--- src/unsf_pkg.sv ---
`default_nettype none
// ----------------------------------------------------------------------------
// unsf_pkg
// Shared types and constants of the UDP-Notif segmenting framer.
// ----------------------------------------------------------------------------
package unsf_pkg;

    localparam int unsigned PAYLOAD_LENGTH_BITS_DEF = 24;
    localparam int unsigned QUEUE_DEPTH_DEF         = 4;

    // Input commands
    localparam logic CMD_START = 1'b0;
    localparam logic CMD_BYTE  = 1'b1;

    // Encodings
    localparam logic [1:0] ENC_XML  = 2'd2;
    localparam logic [1:0] ENC_CBOR = 2'd3;

    // Media type codes carried in header byte 0
    localparam logic [3:0] MEDIA_JSON = 4'd1;
    localparam logic [3:0] MEDIA_XML  = 4'd2;

    // Result status codes
    localparam logic [2:0] ST_BYTE         = 3'd0;
    localparam logic [2:0] ST_TOO_LARGE    = 3'd1;
    localparam logic [2:0] ST_SEG_SMALL    = 3'd2;
    localparam logic [2:0] ST_TOO_MANY     = 3'd3;
    localparam logic [2:0] ST_UNSUPPORTED  = 3'd4;

    // Configuration register indexes
    localparam logic [1:0] REG_PUBLISHER_ID = 2'd0;
    localparam logic [1:0] REG_MAX_SEG_SIZE = 2'd1;
    localparam logic [1:0] REG_ENABLE_SEG   = 2'd2;

    // Header constants
    localparam logic [15:0] DEFAULT_MSS   = 16'd1400;
    localparam logic [4:0]  BASE_HDR      = 5'd12;
    localparam logic [4:0]  SEG_HDR       = 5'd16;
    localparam logic [14:0] MAX_SEG_NUM   = 15'h7FFF;
    localparam logic [2:0]  HDR_VERSION   = 3'd1;
    localparam logic [7:0]  OPT_SEG_TYPE  = 8'd1;
    localparam logic [7:0]  OPT_SEG_LEN   = 8'd4;

    // One request for the back end: an error result, or an optional header
    // followed by an optional payload byte.
    typedef struct packed {
        logic [2:0]  status;     // nonzero: single error result
        logic        has_hdr;
        logic        seg;        // header carries the segmentation option
        logic [15:0] mlen;
        logic        hdr_eod;    // header alone closes the datagram
        logic [15:0] opt_word;   // number << 1 | last
        logic [3:0]  media;
        logic [31:0] msg_id;
        logic        has_data;
        logic [7:0]  data;
        logic        data_eod;
    } t_job;

endpackage
`default_nettype wire

--- src/unsf_front.sv ---
`default_nettype none
// ----------------------------------------------------------------------------
// unsf_front
// Accepts input requests, tracks framing state and issues jobs to the queue.
// ----------------------------------------------------------------------------
module unsf_front
    import unsf_pkg::*;
#(
    parameter int unsigned PAYLOAD_LENGTH_BITS = PAYLOAD_LENGTH_BITS_DEF
) (
    input  wire logic                           i_clk,
    input  wire logic                           i_rst_n,
    input  wire logic                           i_accept,
    input  wire logic                           i_command,
    input  wire logic [PAYLOAD_LENGTH_BITS-1:0] i_payload_length,
    input  wire logic [1:0]                     i_encoding,
    input  wire logic [7:0]                     i_payload_byte,
    input  wire logic [15:0]                    i_max_segment_size,
    input  wire logic                           i_enable_segmentation,
    output logic                                o_push,
    output t_job                                o_job
);

    localparam int unsigned PLB = PAYLOAD_LENGTH_BITS;
    localparam int unsigned LW  = PLB + 1;

    localparam logic [1:0] MODE_IDLE  = 2'd0;
    localparam logic [1:0] MODE_UNSEG = 2'd1;
    localparam logic [1:0] MODE_SEG   = 2'd2;

    logic [1:0]     r_mode,      n_mode;
    logic [31:0]    r_msg_cnt,   n_msg_cnt;
    logic [31:0]    r_msg_id,    n_msg_id;
    logic [3:0]     r_media,     n_media;
    logic [PLB-1:0] r_bytes_rem, n_bytes_rem;
    logic [15:0]    r_seg_left,  n_seg_left;
    logic [15:0]    r_segnum,    n_segnum;
    logic [15:0]    r_chunk,     n_chunk;

    logic [15:0]    mss;
    logic           fits;
    logic [15:0]    start_chunk;
    logic           start_mode;
    logic [PLB-1:0] sh_rem;
    logic [15:0]    sh_csz;
    logic [15:0]    sh_num;
    logic           sh_last;
    logic [15:0]    sh_chunk;
    logic [15:0]    seg_left_base;
    logic [15:0]    seg_left_dec;
    logic [PLB-1:0] bytes_rem_dec;
    logic           need_hdr;

    assign mss         = (i_max_segment_size == 16'd0) ? DEFAULT_MSS : i_max_segment_size;
    assign fits        = ({1'b0, i_payload_length} + LW'(BASE_HDR)) <= LW'(mss);
    assign start_chunk = mss - 16'(SEG_HDR);
    assign start_mode  = (i_command == CMD_START);
    assign need_hdr    = (r_mode == MODE_SEG) && (r_seg_left == 16'd0);

    // Shared segment header calculation for start and later segments
    assign sh_rem   = start_mode ? i_payload_length : r_bytes_rem;
    assign sh_csz   = start_mode ? start_chunk : r_chunk;
    assign sh_num   = start_mode ? 16'd0 : r_segnum;
    assign sh_last  = sh_rem <= PLB'(sh_csz);
    assign sh_chunk = sh_last ? sh_rem[15:0] : sh_csz;

    assign seg_left_base = need_hdr ? sh_chunk : r_seg_left;
    assign seg_left_dec  = seg_left_base - 16'd1;
    assign bytes_rem_dec = r_bytes_rem - PLB'(1);

    always_comb begin
        n_mode      = r_mode;
        n_msg_cnt   = r_msg_cnt;
        n_msg_id    = r_msg_id;
        n_media     = r_media;
        n_bytes_rem = r_bytes_rem;
        n_seg_left  = r_seg_left;
        n_segnum    = r_segnum;
        n_chunk     = r_chunk;
        o_push      = 1'b0;

        o_job          = '0;
        o_job.media    = r_media;
        o_job.msg_id   = r_msg_id;
        o_job.seg      = 1'b1;
        o_job.mlen     = 16'(SEG_HDR) + sh_chunk;
        o_job.opt_word = {sh_num[14:0] & MAX_SEG_NUM, sh_last};
        o_job.data     = i_payload_byte;

        if (i_accept) begin
            if (start_mode) begin
                o_push = 1'b1;
                n_mode = MODE_IDLE;
                if (i_encoding == ENC_CBOR) begin
                    o_job.status = ST_UNSUPPORTED;
                end else begin
                    n_media     = (i_encoding == ENC_XML) ? MEDIA_XML : MEDIA_JSON;
                    n_msg_id    = r_msg_cnt;
                    n_msg_cnt   = r_msg_cnt + 32'd1;
                    n_bytes_rem = i_payload_length;
                    o_job.media  = n_media;
                    o_job.msg_id = r_msg_cnt;
                    if (fits) begin
                        n_seg_left    = i_payload_length[15:0];
                        o_job.has_hdr = 1'b1;
                        o_job.seg     = 1'b0;
                        o_job.mlen    = i_payload_length[15:0] + 16'(BASE_HDR);
                        o_job.hdr_eod = (i_payload_length == '0);
                        n_mode = (i_payload_length == '0) ? MODE_IDLE : MODE_UNSEG;
                    end else if (!i_enable_segmentation) begin
                        o_job.status = ST_TOO_LARGE;
                    end else if (mss <= 16'(SEG_HDR)) begin
                        o_job.status = ST_SEG_SMALL;
                    end else begin
                        n_chunk       = start_chunk;
                        n_segnum      = 16'd1;
                        n_seg_left    = sh_chunk;
                        n_mode        = MODE_SEG;
                        o_job.has_hdr = 1'b1;
                    end
                end
            end else if (r_mode == MODE_UNSEG || r_mode == MODE_SEG) begin
                o_push = 1'b1;
                if (need_hdr && r_segnum[15]) begin
                    // segment numbers exhausted: drop the rest of the message
                    o_job.status = ST_TOO_MANY;
                    n_mode       = MODE_IDLE;
                end else begin
                    if (need_hdr) begin
                        o_job.has_hdr = 1'b1;
                        n_segnum      = r_segnum + 16'd1;
                    end
                    n_seg_left     = seg_left_dec;
                    n_bytes_rem    = bytes_rem_dec;
                    o_job.has_data = 1'b1;
                    o_job.data_eod = (seg_left_dec == 16'd0);
                    if (bytes_rem_dec == '0) begin
                        n_mode = MODE_IDLE;
                    end
                end
            end
        end
    end

    always_ff @(posedge i_clk) begin
        if (!i_rst_n) begin
            r_mode      <= MODE_IDLE;
            r_msg_cnt   <= 32'd1;
            r_msg_id    <= 32'd0;
            r_media     <= 4'd0;
            r_bytes_rem <= '0;
            r_seg_left  <= 16'd0;
            r_segnum    <= 16'd0;
            r_chunk     <= 16'd0;
        end else begin
            r_mode      <= n_mode;
            r_msg_cnt   <= n_msg_cnt;
            r_msg_id    <= n_msg_id;
            r_media     <= n_media;
            r_bytes_rem <= n_bytes_rem;
            r_seg_left  <= n_seg_left;
            r_segnum    <= n_segnum;
            r_chunk     <= n_chunk;
        end
    end

endmodule
`default_nettype wire

--- src/unsf_queue.sv ---
`default_nettype none
// ----------------------------------------------------------------------------
// unsf_queue
// Small flop-based job queue between the front and back ends.
// ----------------------------------------------------------------------------
module unsf_queue
    import unsf_pkg::*;
#(
    parameter int unsigned QUEUE_DEPTH = QUEUE_DEPTH_DEF
) (
    input  wire logic i_clk,
    input  wire logic i_rst_n,
    input  wire logic i_push,
    input  t_job      i_job,
    input  wire logic i_pop,
    output t_job      o_job,
    output logic      o_empty,
    output logic      o_full
);

    localparam int unsigned PW = $clog2(QUEUE_DEPTH);
    localparam int unsigned CW = $clog2(QUEUE_DEPTH + 1);

    t_job          r_mem [QUEUE_DEPTH];
    logic [PW-1:0] r_wr_ptr, r_rd_ptr;
    logic [CW-1:0] r_count;
    logic          do_push;
    logic          do_pop;

    assign o_empty = (r_count == '0);
    assign o_full  = (r_count == CW'(QUEUE_DEPTH));
    assign do_push = i_push && !o_full;
    assign do_pop  = i_pop && !o_empty;
    assign o_job   = r_mem[r_rd_ptr];

    always_ff @(posedge i_clk) begin
        if (!i_rst_n) begin
            r_wr_ptr <= '0;
            r_rd_ptr <= '0;
            r_count  <= '0;
        end else begin
            if (do_push) begin
                r_wr_ptr <= (r_wr_ptr == PW'(QUEUE_DEPTH - 1)) ? '0 : r_wr_ptr + PW'(1);
            end
            if (do_pop) begin
                r_rd_ptr <= (r_rd_ptr == PW'(QUEUE_DEPTH - 1)) ? '0 : r_rd_ptr + PW'(1);
            end
            if (do_push && !do_pop) begin
                r_count <= r_count + CW'(1);
            end else if (do_pop && !do_push) begin
                r_count <= r_count - CW'(1);
            end
        end
    end

    always_ff @(posedge i_clk) begin
        if (do_push) begin
            r_mem[r_wr_ptr] <= i_job;
        end
    end

    a_count_range: assert property (@(posedge i_clk) disable iff (!i_rst_n)
        r_count <= CW'(QUEUE_DEPTH))
        else $error("queue count beyond depth");

    a_ptr_match: assert property (@(posedge i_clk) disable iff (!i_rst_n)
        (r_count == '0 || r_count == CW'(QUEUE_DEPTH)) |-> (r_wr_ptr == r_rd_ptr))
        else $error("queue pointers disagree with count");

    a_push_lost: assert property (@(posedge i_clk) disable iff (!i_rst_n)
        (i_push && o_full) |-> 1'b0)
        else $error("job pushed into full queue");

endmodule
`default_nettype wire

--- src/unsf_back.sv ---
`default_nettype none
// ----------------------------------------------------------------------------
// unsf_back
// Expands queued jobs into result bytes behind a registered output stage.
// ----------------------------------------------------------------------------
module unsf_back
    import unsf_pkg::*;
(
    input  wire logic        i_clk,
    input  wire logic        i_rst_n,
    input  t_job             i_job,
    input  wire logic        i_empty,
    output logic             o_pop,
    input  wire logic [31:0] i_publisher_id,
    output logic             o_valid,
    input  wire logic        i_ready,
    output logic [7:0]       o_out_byte,
    output logic [2:0]       o_status,
    output logic             o_end_of_datagram,
    output logic             o_last
);

    logic       r_valid;
    logic [4:0] r_idx;
    logic [7:0] r_byte;
    logic [2:0] r_status;
    logic       r_eod;
    logic       r_last;

    logic       adv;
    logic       is_err;
    logic [4:0] hdr_len;
    logic [4:0] total;
    logic       is_last;
    logic       in_hdr;
    logic [7:0] hdr_byte;
    logic [7:0] sel_byte;
    logic       sel_eod;

    assign adv     = !i_empty && (!r_valid || i_ready);
    assign is_err  = (i_job.status != ST_BYTE);
    assign hdr_len = !i_job.has_hdr ? 5'd0 : (i_job.seg ? SEG_HDR : BASE_HDR);
    assign total   = hdr_len + {4'd0, i_job.has_data};
    assign is_last = is_err || (r_idx == total - 5'd1);
    assign in_hdr  = r_idx < hdr_len;

    always_comb begin
        case (r_idx[3:0])
            4'd0:    hdr_byte = {HDR_VERSION, 1'b0, i_job.media};
            4'd1:    hdr_byte = {3'd0, hdr_len};
            4'd2:    hdr_byte = i_job.mlen[15:8];
            4'd3:    hdr_byte = i_job.mlen[7:0];
            4'd4:    hdr_byte = i_publisher_id[31:24];
            4'd5:    hdr_byte = i_publisher_id[23:16];
            4'd6:    hdr_byte = i_publisher_id[15:8];
            4'd7:    hdr_byte = i_publisher_id[7:0];
            4'd8:    hdr_byte = i_job.msg_id[31:24];
            4'd9:    hdr_byte = i_job.msg_id[23:16];
            4'd10:   hdr_byte = i_job.msg_id[15:8];
            4'd11:   hdr_byte = i_job.msg_id[7:0];
            4'd12:   hdr_byte = OPT_SEG_TYPE;
            4'd13:   hdr_byte = OPT_SEG_LEN;
            4'd14:   hdr_byte = i_job.opt_word[15:8];
            4'd15:   hdr_byte = i_job.opt_word[7:0];
            default: hdr_byte = 8'd0;
        endcase
    end

    always_comb begin
        if (is_err) begin
            sel_byte = 8'd0;
            sel_eod  = 1'b0;
        end else if (in_hdr) begin
            sel_byte = hdr_byte;
            sel_eod  = i_job.hdr_eod && (r_idx == 5'd11);
        end else begin
            sel_byte = i_job.data;
            sel_eod  = i_job.data_eod;
        end
    end

    assign o_pop = adv && is_last;

    always_ff @(posedge i_clk) begin
        if (!i_rst_n) begin
            r_valid <= 1'b0;
            r_idx   <= 5'd0;
        end else if (adv) begin
            r_valid <= 1'b1;
            r_idx   <= is_last ? 5'd0 : r_idx + 5'd1;
        end else if (i_ready) begin
            r_valid <= 1'b0;
        end
    end

    always_ff @(posedge i_clk) begin
        if (adv) begin
            r_byte   <= sel_byte;
            r_status <= i_job.status;
            r_eod    <= sel_eod;
            r_last   <= is_last;
        end
    end

    assign o_valid           = r_valid;
    assign o_out_byte        = r_byte;
    assign o_status          = r_status;
    assign o_end_of_datagram = r_eod;
    assign o_last            = r_last;

endmodule
`default_nettype wire

--- src/udp_notif_segmenting_framer.sv ---
`default_nettype none
// ----------------------------------------------------------------------------
// udp_notif_segmenting_framer
// Frames notification payloads into UDP-Notif datagrams, with segmentation.
// ----------------------------------------------------------------------------
// Path: a request's job is stored in the job queue, and its results leave
//   through the registered output stage. Throughput: one input request per
//   cycle while the job queue has room, one result per cycle while the sink
//   is ready; a start with a header gives 12 or 16 results, a segment opener 17.
// Reset (synchronous, active low): framing goes idle, the message counter
//   becomes one, registers and queue are cleared; no clearing pass is needed.
// ----------------------------------------------------------------------------
module udp_notif_segmenting_framer
    import unsf_pkg::*;
#(
    parameter int unsigned PAYLOAD_LENGTH_BITS = PAYLOAD_LENGTH_BITS_DEF,
    parameter int unsigned QUEUE_DEPTH         = QUEUE_DEPTH_DEF
) (
    input  wire logic              i_clk,
    input  wire logic              i_rst_n,
    // input stream
    input  wire logic              i_s_tvalid,
    output logic                   o_s_tready,
    // tdata, low bit up: payload_length, encoding, payload_byte, zero fill
    input  wire logic [((PAYLOAD_LENGTH_BITS + 10 + 7) / 8) * 8 - 1:0] i_s_tdata,
    // tuser: command
    input  wire logic              i_s_tuser,
    // result stream
    output logic                   o_m_tvalid,
    input  wire logic              i_m_tready,
    // tdata, low bit up: out_byte, last, zero fill
    output logic [15:0]            o_m_tdata,
    // tuser: status
    output logic [2:0]             o_m_tuser,
    // tlast: end_of_datagram
    output logic                   o_m_tlast,
    // configuration write port
    input  wire logic              i_cfg_we,
    input  wire logic [1:0]        i_cfg_index,
    input  wire logic [31:0]       i_cfg_wdata
);

    localparam int unsigned PLB = PAYLOAD_LENGTH_BITS;

    logic [31:0] r_publisher_id;
    logic [15:0] r_max_seg_size;
    logic        r_enable_seg;

    logic        accept;
    logic        push;
    logic        pop;
    logic        q_empty;
    logic        q_full;
    t_job        push_job;
    t_job        head_job;
    logic [7:0]  out_byte;
    logic        out_last;

    // Configuration registers; the user must write them only while the block is idle, not enforced here
    always_ff @(posedge i_clk) begin
        if (!i_rst_n) begin
            r_publisher_id <= 32'd0;
            r_max_seg_size <= 16'd0;
            r_enable_seg   <= 1'b0;
        end else if (i_cfg_we) begin
            case (i_cfg_index)
                REG_PUBLISHER_ID: r_publisher_id <= i_cfg_wdata;
                REG_MAX_SEG_SIZE: r_max_seg_size <= i_cfg_wdata[15:0];
                REG_ENABLE_SEG:   r_enable_seg   <= i_cfg_wdata[0];
                default:          ;
            endcase
        end
    end

    // Take a request whenever the queue can hold the job it may raise
    assign o_s_tready = !q_full;
    assign accept     = i_s_tvalid && o_s_tready;

    unsf_front #(
        .PAYLOAD_LENGTH_BITS(PAYLOAD_LENGTH_BITS)
    ) u_front (
        .i_clk                 (i_clk),
        .i_rst_n               (i_rst_n),
        .i_accept              (accept),
        .i_command             (i_s_tuser),
        .i_payload_length      (i_s_tdata[PLB-1:0]),
        .i_encoding            (i_s_tdata[PLB+1:PLB]),
        .i_payload_byte        (i_s_tdata[PLB+9:PLB+2]),
        .i_max_segment_size    (r_max_seg_size),
        .i_enable_segmentation (r_enable_seg),
        .o_push                (push),
        .o_job                 (push_job)
    );

    unsf_queue #(
        .QUEUE_DEPTH(QUEUE_DEPTH)
    ) u_queue (
        .i_clk   (i_clk),
        .i_rst_n (i_rst_n),
        .i_push  (push),
        .i_job   (push_job),
        .i_pop   (pop),
        .o_job   (head_job),
        .o_empty (q_empty),
        .o_full  (q_full)
    );

    // Expand jobs into results; header fields read the publisher id live
    unsf_back u_back (
        .i_clk             (i_clk),
        .i_rst_n           (i_rst_n),
        .i_job             (head_job),
        .i_empty           (q_empty),
        .o_pop             (pop),
        .i_publisher_id    (r_publisher_id),
        .o_valid           (o_m_tvalid),
        .i_ready           (i_m_tready),
        .o_out_byte        (out_byte),
        .o_status          (o_m_tuser),
        .o_end_of_datagram (o_m_tlast),
        .o_last            (out_last)
    );

    assign o_m_tdata = {7'd0, out_last, out_byte};

    a_err_is_last: assert property (@(posedge i_clk) disable iff (!i_rst_n)
        (o_m_tvalid && o_m_tuser != ST_BYTE) |-> (o_m_tdata[8] && !o_m_tlast))
        else $error("error result must end its request and close no datagram");

    a_err_zero_byte: assert property (@(posedge i_clk) disable iff (!i_rst_n)
        (o_m_tvalid && o_m_tuser != ST_BYTE) |-> (o_m_tdata[7:0] == 8'd0))
        else $error("error result carries a nonzero byte");

    a_stall_full: assert property (@(posedge i_clk) disable iff (!i_rst_n)
        !o_s_tready |-> !q_empty)
        else $error("input stalled while queue is empty");

endmodule
`default_nettype wire

--- config.mk ---
export PLATFORM = sky130hd
export DESIGN_NAME = udp_notif_segmenting_framer
export DESIGN_NICKNAME = d
export VERILOG_FILES = /design/src/unsf_pkg.sv /design/src/unsf_front.sv /design/src/unsf_queue.sv /design/src/unsf_back.sv /design/src/udp_notif_segmenting_framer.sv
export SDC_FILE = /design/constraint.sdc
export NUM_CORES = 1
export LEC_CHECK = 0
export ABC_AREA = 1
export ABC_CLOCK_PERIOD_IN_PS = 6950
export BUFFER_PORTS_ARGS = -buffer_cell sky130_fd_sc_hd__buf_2
export CAP_MARGIN = 20
export CORE_UTILIZATION = 60
export CTS_CLUSTER_SIZE = 28
export DETAILED_ROUTE_END_ITERATION = 10
export GPL_TIMING_DRIVEN = 0
export HOLD_SLACK_MARGIN = 0.03
export PLACE_DENSITY = 0.84
export REMOVE_ABC_BUFFERS = 1
export SYNTH_ARGS = -nofsm -noshare
export SYNTH_HDL_FRONTEND = slang
export SYNTH_SLANG_ARGS = --single-unit
--- constraint.sdc ---
create_clock -name i_clk -period 6.95 [get_ports i_clk]
set_input_delay 0.695 -clock i_clk [delete_from_list [all_inputs] [get_ports i_clk]]
set_output_delay 0.695 -clock i_clk [all_outputs]
set_load 0.03 [all_outputs]
; Yosys cells after proc, flatten, opt, wreduce, memory -nomap -nowiden
; Memories as Yosys holds them, arrays and structs flattened. A register that Yosys moved wholly into a read port is not among the register bits.
; Cells that the tools add are included.
[totals]
romBits = 0
word_cells = 198
register_bits = 217
mem_count = 1
ramBits = 336
latch_bits = 0
in_bits = 80
[memory_table]
columns = name, words, width, rd, rd_clocked_by_memory_dff, write_ports, line
row1 = u_queue.r_mem, 4, 84, 1, 1, 1, unsf_queue.sv:24  ; t_job r_mem [QUEUE_DEPTH];
[classes]
n_shift = 0
bitwise_logic = 4
muxes = 80
div_mod_pow = 0
n_mul = 0
add_sub_neg = 15
n_lt_le_gt_ge = 4
n_eq_ne = 34
reduce_logical = 40
[ops]
columns = op, count
row1 = $mux 16, 19
row2 = $pmux 8 s16, 1
row3 = $mux 24, 5
row4 = $mux 36, 2
row5 = $logic_not 16->1, 3
row6 = $logic_not 24->1, 2
row7 = $mux 37, 1
row8 = $mux 18, 2
row9 = $add 32x1->32 const B, 1
row10 = $eq 4x4->1 const B, 8
row11 = $mux 2, 15
row12 = $add 24x4->25 const B, 1
row13 = $le 25x16->1, 1
row14 = $le 24x16->1, 1
row15 = $sub 24x1->24 const B, 1
row16 = $mux 22, 1
row17 = $mux 1, 21
row18 = $mux 19, 1
row19 = $add 16x1->16 const B, 1
row20 = $add 16x4->16 const B, 1
row21 = $add 5x16->16 const A, 1
row22 = $eq 4x3->1 const B, 4
row23 = $le 16x5->1 const B, 1
row24 = $sub 16x1->16 const B, 1
row25 = 38 further kinds, 82

; Depth between registers and ports, before layout
; Gate-level depths: netlist of the first run.
[logic_depth]
depth_word = 13
ltp_mapped = 37
ltp_nobuf = 36

; Modules after synthesis
; From an unflattened synthesis of the first run, not the netlist that was laid out.
[hier_totals]
hier_cells = 3361
hier_area_um2 = 28847.7
[by_module_without_submodules]
columns = mod, n_inst, cells_each, seq_area_each_um2, area_per_inst_um2
row1 = unsf_queue, 1, 884, 10269.8, 13575.5
row2 = unsf_front, 1, 1803, 2802.7, 10896.7
row3 = udp_notif_segmenting_framer, 1, 332, 980.9, 2204.6
row4 = unsf_back, 1, 342, 510.5, 2170.8

; Worst setup path before layout of the first run
; No wires, ideal clock.
[synth_path]
kind = register -> register
startpoint = reg u_queue.r_count[0]
endpoint = mem u_queue.r_mem[0][0] (netlist name), enable pin
stages_incl_launch_ff = 8
setup_time_ns = 0.523
period_less_slack_ns = 5.289
t_required_ns = 6.427
path_buffers = 0
arrival_time_ns = 4.766
path_slack_ns = 1.661
path_cell_list = dfxtp_1 > inv_1 > nand3_1 > nand2_1 > or2_1 > nand2_1 > inv_2 > nor2_1
[synth_between]
elab_chain_len = 7
[synth_rtl]
columns = element, line
row1 = from (decl), unsf_queue.sv:26  ; logic [CW-1:0] r_count;
row2 = from (signal assigned), unsf_queue.sv:49  ; r_count <= r_count + CW'(1);
row3 = from (signal assigned), unsf_queue.sv:51  ; r_count <= r_count - CW'(1);
row4 = $eq 3x3->1 *, unsf_queue.sv:31  ; assign o_full = (r_count == CW'(QUEUE_DEPTH));
row5 = $logic_not 1->1 *, udp_notif_segmenting_framer.sv:76  ; assign o_s_tready = !q_full;
row6 = net o_s_tready, udp_notif_segmenting_framer.sv:23  ; output logic o_s_tready,
row7 = $logic_and 1x1->1, udp_notif_segmenting_framer.sv:77  ; assign accept = i_s_tvalid && o_s_tready;
row8 = $mux 1, unsf_front.sv:90  ; if (i_accept) begin
row9 = $logic_and 1x1->1 *, unsf_queue.sv:32  ; assign do_push = i_push && !o_full;
row10 = net u_queue.do_push, unsf_queue.sv:27  ; logic do_push;
row11 = $mux 1 *, unsf_queue.sv:57  ; if (do_push) begin
row12 = $mux 1 (not written as such) *, unsf_queue.sv:58  ; r_mem[r_wr_ptr] <= i_job;
row13 = to (decl), unsf_queue.sv:24
; The timed path passes the listed nets; every way through them passes the cells marked *.

==> results of run 1 <==
registers in the layout, indices dropped and copies added, names as in the netlist, 2 cells and up, named ones only:
signal / count
u_front.r_segnum: 16
u_front.r_msg_cnt: 32
u_queue.r_mem: 328
r_max_seg_size: 16
u_back.o_out_byte: 8
u_front.r_mode: 2
u_front.r_msg_id: 32
u_front.r_bytes_rem: 24
u_queue.r_count: 3
u_queue.r_rd_ptr: 2
r_publisher_id: 32
u_front.r_media: 2
u_queue.r_wr_ptr: 2
u_front.r_chunk: 16
u_front.r_seg_left: 16
u_back.o_status: 3
u_back.r_idx: 5
cell usage in the layout, fill, tap and decap left out, types with 54 or more instances in the layout:
master | synthesis | layout
edfxtp_1 | 341 | 341
o22ai_1 | 72 | 72
nand2_1 | 537 | 537
nand3_1 | 182 | 182
o21ai_0 | 302 | 302
a21oi_1 | 184 | 184
inv_1 | 313 | 311
nor2_1 | 438 | 434
ha_1 | 56 | 56
dfxtp_1 | 204 | 202
clkbuf_16 | 0 | 55
buf_2 | 20 | 86
xor2_1 | 54 | 54
cell type report:
class                           instances  share of cell area, %
Clock buffer                           76                   5.03
Sequential cell                       545                   47.6
Multi-Input combinational cell       2153                   36.5
Clock inverter                         28                   1.00
Tap cell                              592                   2.46
Timing Repair Buffer                  113                   3.30
Inverter                              324                   4.08
metal layers:
layer | wire, µm | GRT usage [%]
met1 | 31200 | 44.8
met2 | 36400 | 54.6
met3 | 7710 | 6.06
met4 | 3460 | 15.3
met5 | 0 | 0
through the flow:
step | instance area [µm²] | power, µW
detailed placement | 28300 | 6560
global route | 30100 | 9950
global placement | 27700 | 6440
finish | 30100 | 9570
CTS | 30100 | 9510
floorplan | 26500 | 5640
critical path: cells and delay by family, from the launching register on:
family                     cells  cell delay [ns]
buffers and inverters          2             0.16
xor gates and xnor gates       1             0.27
and+or+nand+nor               25             4.17
DFF                            1             0.34
AOI/OAI and AO/OA              1             0.14
adders and majority gates      3             0.73
worst max-delay path by stage:
stage / from / to / slack [ns] / cells past startpoint
after global routing: r_max_seg_size[4] / u_queue.r_mem[1][0] / 0.30 / 32
after floorplan: flop / u_queue.r_count[2] / -1.08 / 19
after CTS: r_max_seg_size[4] / u_queue.r_mem[1][0] / 1.02 / 32
after global placement: flop / u_queue.r_count[1] / -6.19 / 17
final: r_max_seg_size[4] / u_queue.r_mem[1][0] / 0.89 / 32
after detailed placement: i_s_tuser / u_queue.r_mem[1][0] / 1.06 / 28
cells by family (layout without fill, tap and decap cells):
| kind of cell | after synthesis | after routing | synth area share, % |
|---|---|---|---|
| and+or+nand+nor | 1354 | 1354 | 21.7 |
| AOI/OAI and AO/OA | 670 | 670 | 13.8 |
| DFF | 545 | 545 | 52.7 |
| buffers and inverters | 480 | 541 | 7.13 |
| xor gates and xnor gates | 65 | 65 | 2.09 |
| adders and majority gates | 57 | 57 | 2.65 |
| other | 1 | 7 | 0.0138 |
power by group through the flow:
| stage | logic, µW | registers, µW | clock network, µW |
|---|---|---|---|
| floorplan | 1570 | 4070 | 0 |
| global placement | 2340 | 4090 | 0 |
| detailed placement | 2570 | 3990 | 0 |
| CTS | 2610 | 3930 | 2980 |
| global route | 2890 | 3960 | 3110 |
| finish | 2660 | 3930 | 2980 |
==> run_results.csv, run 1 <==
group,metric,value,unit
run_status,status,"finished clean",
min_path,worst_hold_path_type,"primary input to flop",
setup_path,cp_max_fo,16,
power_and_ir_drop,p_clk_share,31.1,%
layout,nets,3329,
clock_tree,postCtsResizedCells,0,
routing,drt_pass1_iterations,6,
timing,fin_skew,0.0319,ns
die,initial_core_util,61.1,%
setup_path,timing.critical_path.from_type,"flop",
global_routing,track_usage,33.9,%
power_and_ir_drop,combPwrFrac,27.8,%
power_and_ir_drop,p_leak,0.0118,µW
clock_tree,numCtsBuffers,55,
power_and_ir_drop,switching_power,3350,µW
layout,layoutNonFillerInstCount,3831,
die,dieArea,46200,µm²
setup_path,critPathMaxStageDelay,0.42,ns
die,fp.coreArea,44500,µm²
placement,port_buffers,88,
global_routing,grt_max_degree,91,
layout,area_growth,10.7,%
min_path,hold_path_end,"u_queue.r_mem[0][8]",
timing,period_needed,6.06,ns
timing,setup_violations,0,
run,drv_cap,0,
clock_tree,cts_num_sinks,545,
setup_path,cpMostUsedCell,"nor2_1",
setup_path,required,7.33,ns
setup_path,worst-setup-path-type,"flop to flop",
power_and_ir_drop,p_seq_share,41.1,%
power_and_ir_drop,switching_share,35.0,%
clock_tree,postCtsSetupBuffers,0,
setup_path,crit_slowest_cell,"nand2_1",
synth,synth_seq_cells,545,
timing,relSlewSlack,18.4,%
layout,drive_above_1_share,9.20,%
clock_tree,htree_levels,2,
clock_tree,cts_tree,"built",
routing,drc,0,
setup_path,crit_arrival,6.43,ns
timing,hold_violations,0,
synth,synth_most_common_cell,"nand2_1",
timing,fin_hold_ws,0.291,ns
timing,setup-tns-final,0,ns
routing,drt_iter0_markers,2624,
power_and_ir_drop,internal_power,6210,µW
placement,hpwl,54000,µm
placement,place_congestion,0.945,
setup_path,r2r_slack,0.89,ns
layout,seq_area,14300,µm²
timing,fin_ws,0.895,ns
clock_tree,clk_latency,0.63,ns
placement,dp_cells,3726,
clock_tree,cts_buffer_depth,3,
timing,rsz0062_at_grt,"false",
clock_tree,cts.hold.buffers_added,0,
timing,slew_viol_final,0,
placement,pre_cts_slack,1.06,ns
setup_path,reg2reg_to,"u_queue.r_mem[1][0]",
setup_path,worstReg2RegStart,"r_max_seg_size[4]",
die,boundaryPins,102,
synth,syn_avg_cell_area,8.57,µm²
synth,yosysWarnings,0,
clock_tree,cts-root-buf,"clkbuf_16",
global_routing,overflow,0,
min_path,worstHoldPathCells,1,
synth,synthTopCellsByArea,"edfxtp_1 (38%), dfxtp_1 (15%), nand2_1 (7.4%), nor2_1 (6.0%), o21ai_0 (5.6%)",
timing,fin_crit_sh,87.1,%
layout,multiInputGateArea,11000,µm²
routing,via_per_inst,6.09,
die,dieHeight,215,µm
synth,synth_top_area_cell,"edfxtp_1",
synth,synthTopCellsByCount,"nand2_1 (537), nor2_1 (438), edfxtp_1 (341)",
die,num_rows,77,
power_and_ir_drop,power.density,318,nW/µm²
synth,synth_ff_type,"edfxtp_1",
min_path,min_from,"i_s_tdata[33]",
synth,synth_top_area_share,37.6,%
die,die_w,215,µm
setup_path,crit_path_end_kind,"flop",
synth,netlist_area,27200,µm²
global_routing,grt_pass1_wl,122000,µm
clock_tree,clk_pin_slew_worst_paths,0.06,ns
layout,antenna_cells,0,
timing,fmax,0.165,GHz
layout,final_core_util,67.6,%
synth,synth_seq_area_share,52.7,%
global_routing,antenna_found_initial,0,
synth,syn-instance-count,3172,
routing,wire_per_inst,20.6,µm
routing,antenna_left,0,
synth,async_flop_share,0,%
setup_path,rr_worst_depth,32,
timing,max_slew.worst_pin.slew,1.21,ns
global_routing,grt_pass1_vias,22200,
layout,fill_cells,3431,
synth,synth-edff-count,341,
routing,vias,23300,
synth,synth.distinct_cells,59,
routing,postRouteWirelength,78800,µm
power_and_ir_drop,peakVddDrop,0.000333,V
(Power assumes the default switching activity.)
==> inputs of run 2 (changes only) <==
- ABC_AREA: 1 -> unset
- SYNTH_HIERARCHICAL: unset -> 1
==> run_results.csv, run 2 <==
group,metric,value,unit
layout,fill_cells,2958,
die,die_w,213,µm
synth,synth_ff_type,"edfxtp_1",
timing,fin_crit_sh,93.4,%
synth,synth_seq_cells,553,
synth,synth_compound_area_share,10.1,%
setup_path,r2r_slack,0.46,ns
layout,area_growth,10.9,%
clock_tree,cts_tree,"built",
synth,synth_fa_ha_area_share,2.74,%
routing,vias,19600,
timing,period_needed,6.49,ns
placement,pre_cts_slack,-0.445,ns
layout,nets,2491,
clock_tree,cts-root-buf,"clkbuf_16",
layout,mostFrequentLayoutCell,"edfxtp_1",
setup_path,timing.critical_path.from_type,"flop",
synth,synth_most_common_cell,"edfxtp_1",
timing,fmax,0.154,GHz
synth,yosysWarnings,6,
setup_path,crit_arrival,6.87,ns
setup_path,reg2reg_to,"u_queue/r_mem[2][0]",
placement,port_buffers,88,
routing,drt_pass1_iterations,6,
min_path,worstHoldPathCells,1,
global_routing,grt_max_degree,78,
global_routing,antenna_found_initial,0,
global_routing,grt_pass1_wl,111000,µm
synth,muxShareOfSynthArea,11.1,%
setup_path,required,7.33,ns
min_path,worst_hold_path_type,"primary input to flop",
setup_path,critPathTopFamily,"simple AND/OR/NAND/NOR gates",
clock_tree,numCtsBuffers,53,
synth,synth_top_family_by_area,"simple AND/OR/NAND/NOR gates",
setup_path,crit_chain,"or4_4 -> or4_4 -> nor4_2 -> nand2_1 -> xnor2_1 -> mux2i_1 -> ha_1 -> nand4_2 -> nor3_2 -> a21bo_1 -> and4b_4 -> o21ai_4 -> buf_4 -> mux2_2 -> nor2_1 -> ha_1 -> inv_1 -> nor4_4 -> nand2_1 -> nor4b_1 -> o21ai_0 -> a2111oi_4",
die,num_rows,76,
clock_tree,cts.hold.buffers_added,0,
layout,drive_above_1_share,15.3,%
timing,fin_ws,0.460,ns
timing,max_slew.worst_pin.slew,1.11,ns
min_path,hold_path_end,"u_queue/r_mem[1][3]",
timing,setup_violations,0,
die,dieArea,45400,µm²
synth,netlist_area,26700,µm²
synth,synth_top_area_cell,"edfxtp_1",
placement,dp_cells,2877,
setup_path,crit_slowest_cell,"or4_4",
timing,rsz0062_at_grt,"false",
global_routing,overflow,0,
clock_tree,clk_latency,0.62,ns
layout,final_core_util,68.1,%
timing,slew_viol_final,0,
synth,synth.distinct_cells,102,
setup_path,rr_worst_depth,22,
synth,synthTopCellsByArea,"edfxtp_1 (39%), dfxtp_1 (15%), mux4_2 (7.1%), nand2_1 (4.4%), mux2i_1 (3.4%)",
die,boundaryPins,102,
synth,synthTopCellsByCount,"edfxtp_1 (349), nand2_1 (317), dfxtp_1 (204)",
layout,mostFrequentLayoutCells,"edfxtp_1 (349), nand2_1 (317), dfxtp_1 (200), nor2_1 (180), a21oi_1 (136)",
routing,wire_per_inst,24.8,µm
layout,largest_register_ff_count,336,
run,drv_cap,0,
power_and_ir_drop,power.density,295,nW/µm²
timing,fin_hold_ws,0.301,ns
power_and_ir_drop,p_leak,0.0104,µW
global_routing,grt_pass1_vias,19000,
routing,via_per_inst,6.59,
placement,placed_area,27700,µm²
placement,place_congestion,0.948,
power_and_ir_drop,peakVddDrop,0.000204,V
layout,top_register,"u_queue/r_mem",
routing,drt_iter0_markers,2552,
synth,synth-edff-count,349,
setup_path,critPathMaxStageDelay,0.62,ns
placement,hpwl,48900,µm
die,initial_core_util,61.4,%
die,dieHeight,213,µm
clock_tree,htree_levels,2,
synth,synth_xor_area_share,3.28,%
setup_path,worst-setup-path-type,"flop to flop",
layout,antenna_cells,0,
synth,async_flop_share,0,%
synth,synth_seq_area_share,54.5,%
min_path,min_from,"i_s_tdata[28]",
layout,layoutNonFillerInstCount,2981,
setup_path,worstReg2RegStart,"r_max_seg_size[4]",
routing,antenna_left,0,
setup_path,cp_max_fo,9,
clock_tree,cts_num_sinks,553,
global_routing,track_usage,32.8,%
synth,syn_avg_cell_area,11.5,µm²
routing,postRouteWirelength,73900,µm
timing,relSlewSlack,26.2,%
timing,fin_skew,0.0269,ns
clock_tree,cts_buffer_depth,3,
synth,syn-instance-count,2325,
clock_tree,clk_pin_slew_worst_paths,0.07,ns
die,fp.coreArea,43600,µm²
layout,final_area,29700,µm²
setup_path,cp_num_buf_inv,2,
synth,synth-simple-area-share,14.3,%
setup_path,crit_path_end_kind,"flop",
timing,hold_violations,0,
synth,synth_top_area_share,39.2,%
run_status,status,"finished clean",
routing,drc,0,
## run 2: final cells by class
| class | count | area [µm²] | area share [%] |
|---|---|---|---|
| Sequential cell | 553 | 14600 | 49.1 |
| Multi-Input combinational cell | 1564 | 11200 | 37.8 |
| Clock buffer | 63 | 1390 | 4.70 |
| Timing Repair Buffer | 119 | 1040 | 3.52 |
| Tap cell | 585 | 732 | 2.47 |
| Clock inverter | 35 | 464 | 1.57 |
| Inverter | 62 | 238 | 0.802 |
## run 2: routing by layer
| metal | part of all wire, % | GRT usage, % |
|---|---|---|
| met4 | 4.7 | 15.9 |
| met3 | 8.7 | 5.13 |
| met2 | 47 | 51.8 |
| met1 | 40 | 44.3 |
| met5 | 0 | 0 |
## run 2: kinds of logic (layout without fill, tap and decap cells)
kind of cell,count (synthesis),count (layout)
AND/OR/NAND/NOR,793,793
flip-flops,553,553
AO/OA/AOI/OAI,415,415
buffers and inverters,215,279
multiplexers,189,189
XOR/XNOR,100,100
adder cells (fa/ha/maj),58,58
other,2,9
## run 2: how the worst max path moves through the flow
stage,from,to,slack [ns],cells past startpoint
3_3_place_gp,i_s_tuser,u_queue/r_mem[0][0],-2.24,21
5_1_grt,r_max_seg_size[4],u_queue/r_mem[2][0],0.04,22
3_5_place_dp,i_s_tuser,u_queue/r_mem[3][0],-0.44,24
6_report,r_max_seg_size[4],u_queue/r_mem[2][0],0.46,22
2_1_floorplan,flop,u_queue/r_count[2],0.36,15
4_1_cts,r_max_seg_size[4],u_queue/r_mem[0][0],0.13,23
## run 2: timing repair
| item | 4_1_cts | 5_1_grt |
|---|---|---|
| pin swaps | 1 | 2 |
| resized for setup | 0 | 5 |
| setup buffers | 2 | 2 |
| setup endpoints to repair | 4 | 4 |
## run 2: worst reg2reg max path, delay by kind of cell (launching register included)
family / cells / cell delay [ns]
fa+ha+maj: 2 / 0.59
buf+inv: 2 / 0.27
flops: 1 / 0.43
xor+xnor: 1 / 0.20
simple gates: 11 / 3.10
mux: 2 / 0.58
compound gates: 4 / 1.11
## run 2: through the flow
step	setup TNS, ns	power [µW]
after CTS	0	8740
after detailed placement	-1.78	5660
final	0	8760
after global placement	-274.50	5620
after global routing	0	9040
after floorplan	0	5080
## run 2: report_power, final
part,leakage [µW],switching [µW],internal [µW],total (µW)
registers,0.00489,127,3730,3860
logic,0.00460,1160,662,1820
clock network,0.000904,1270,1810,3080
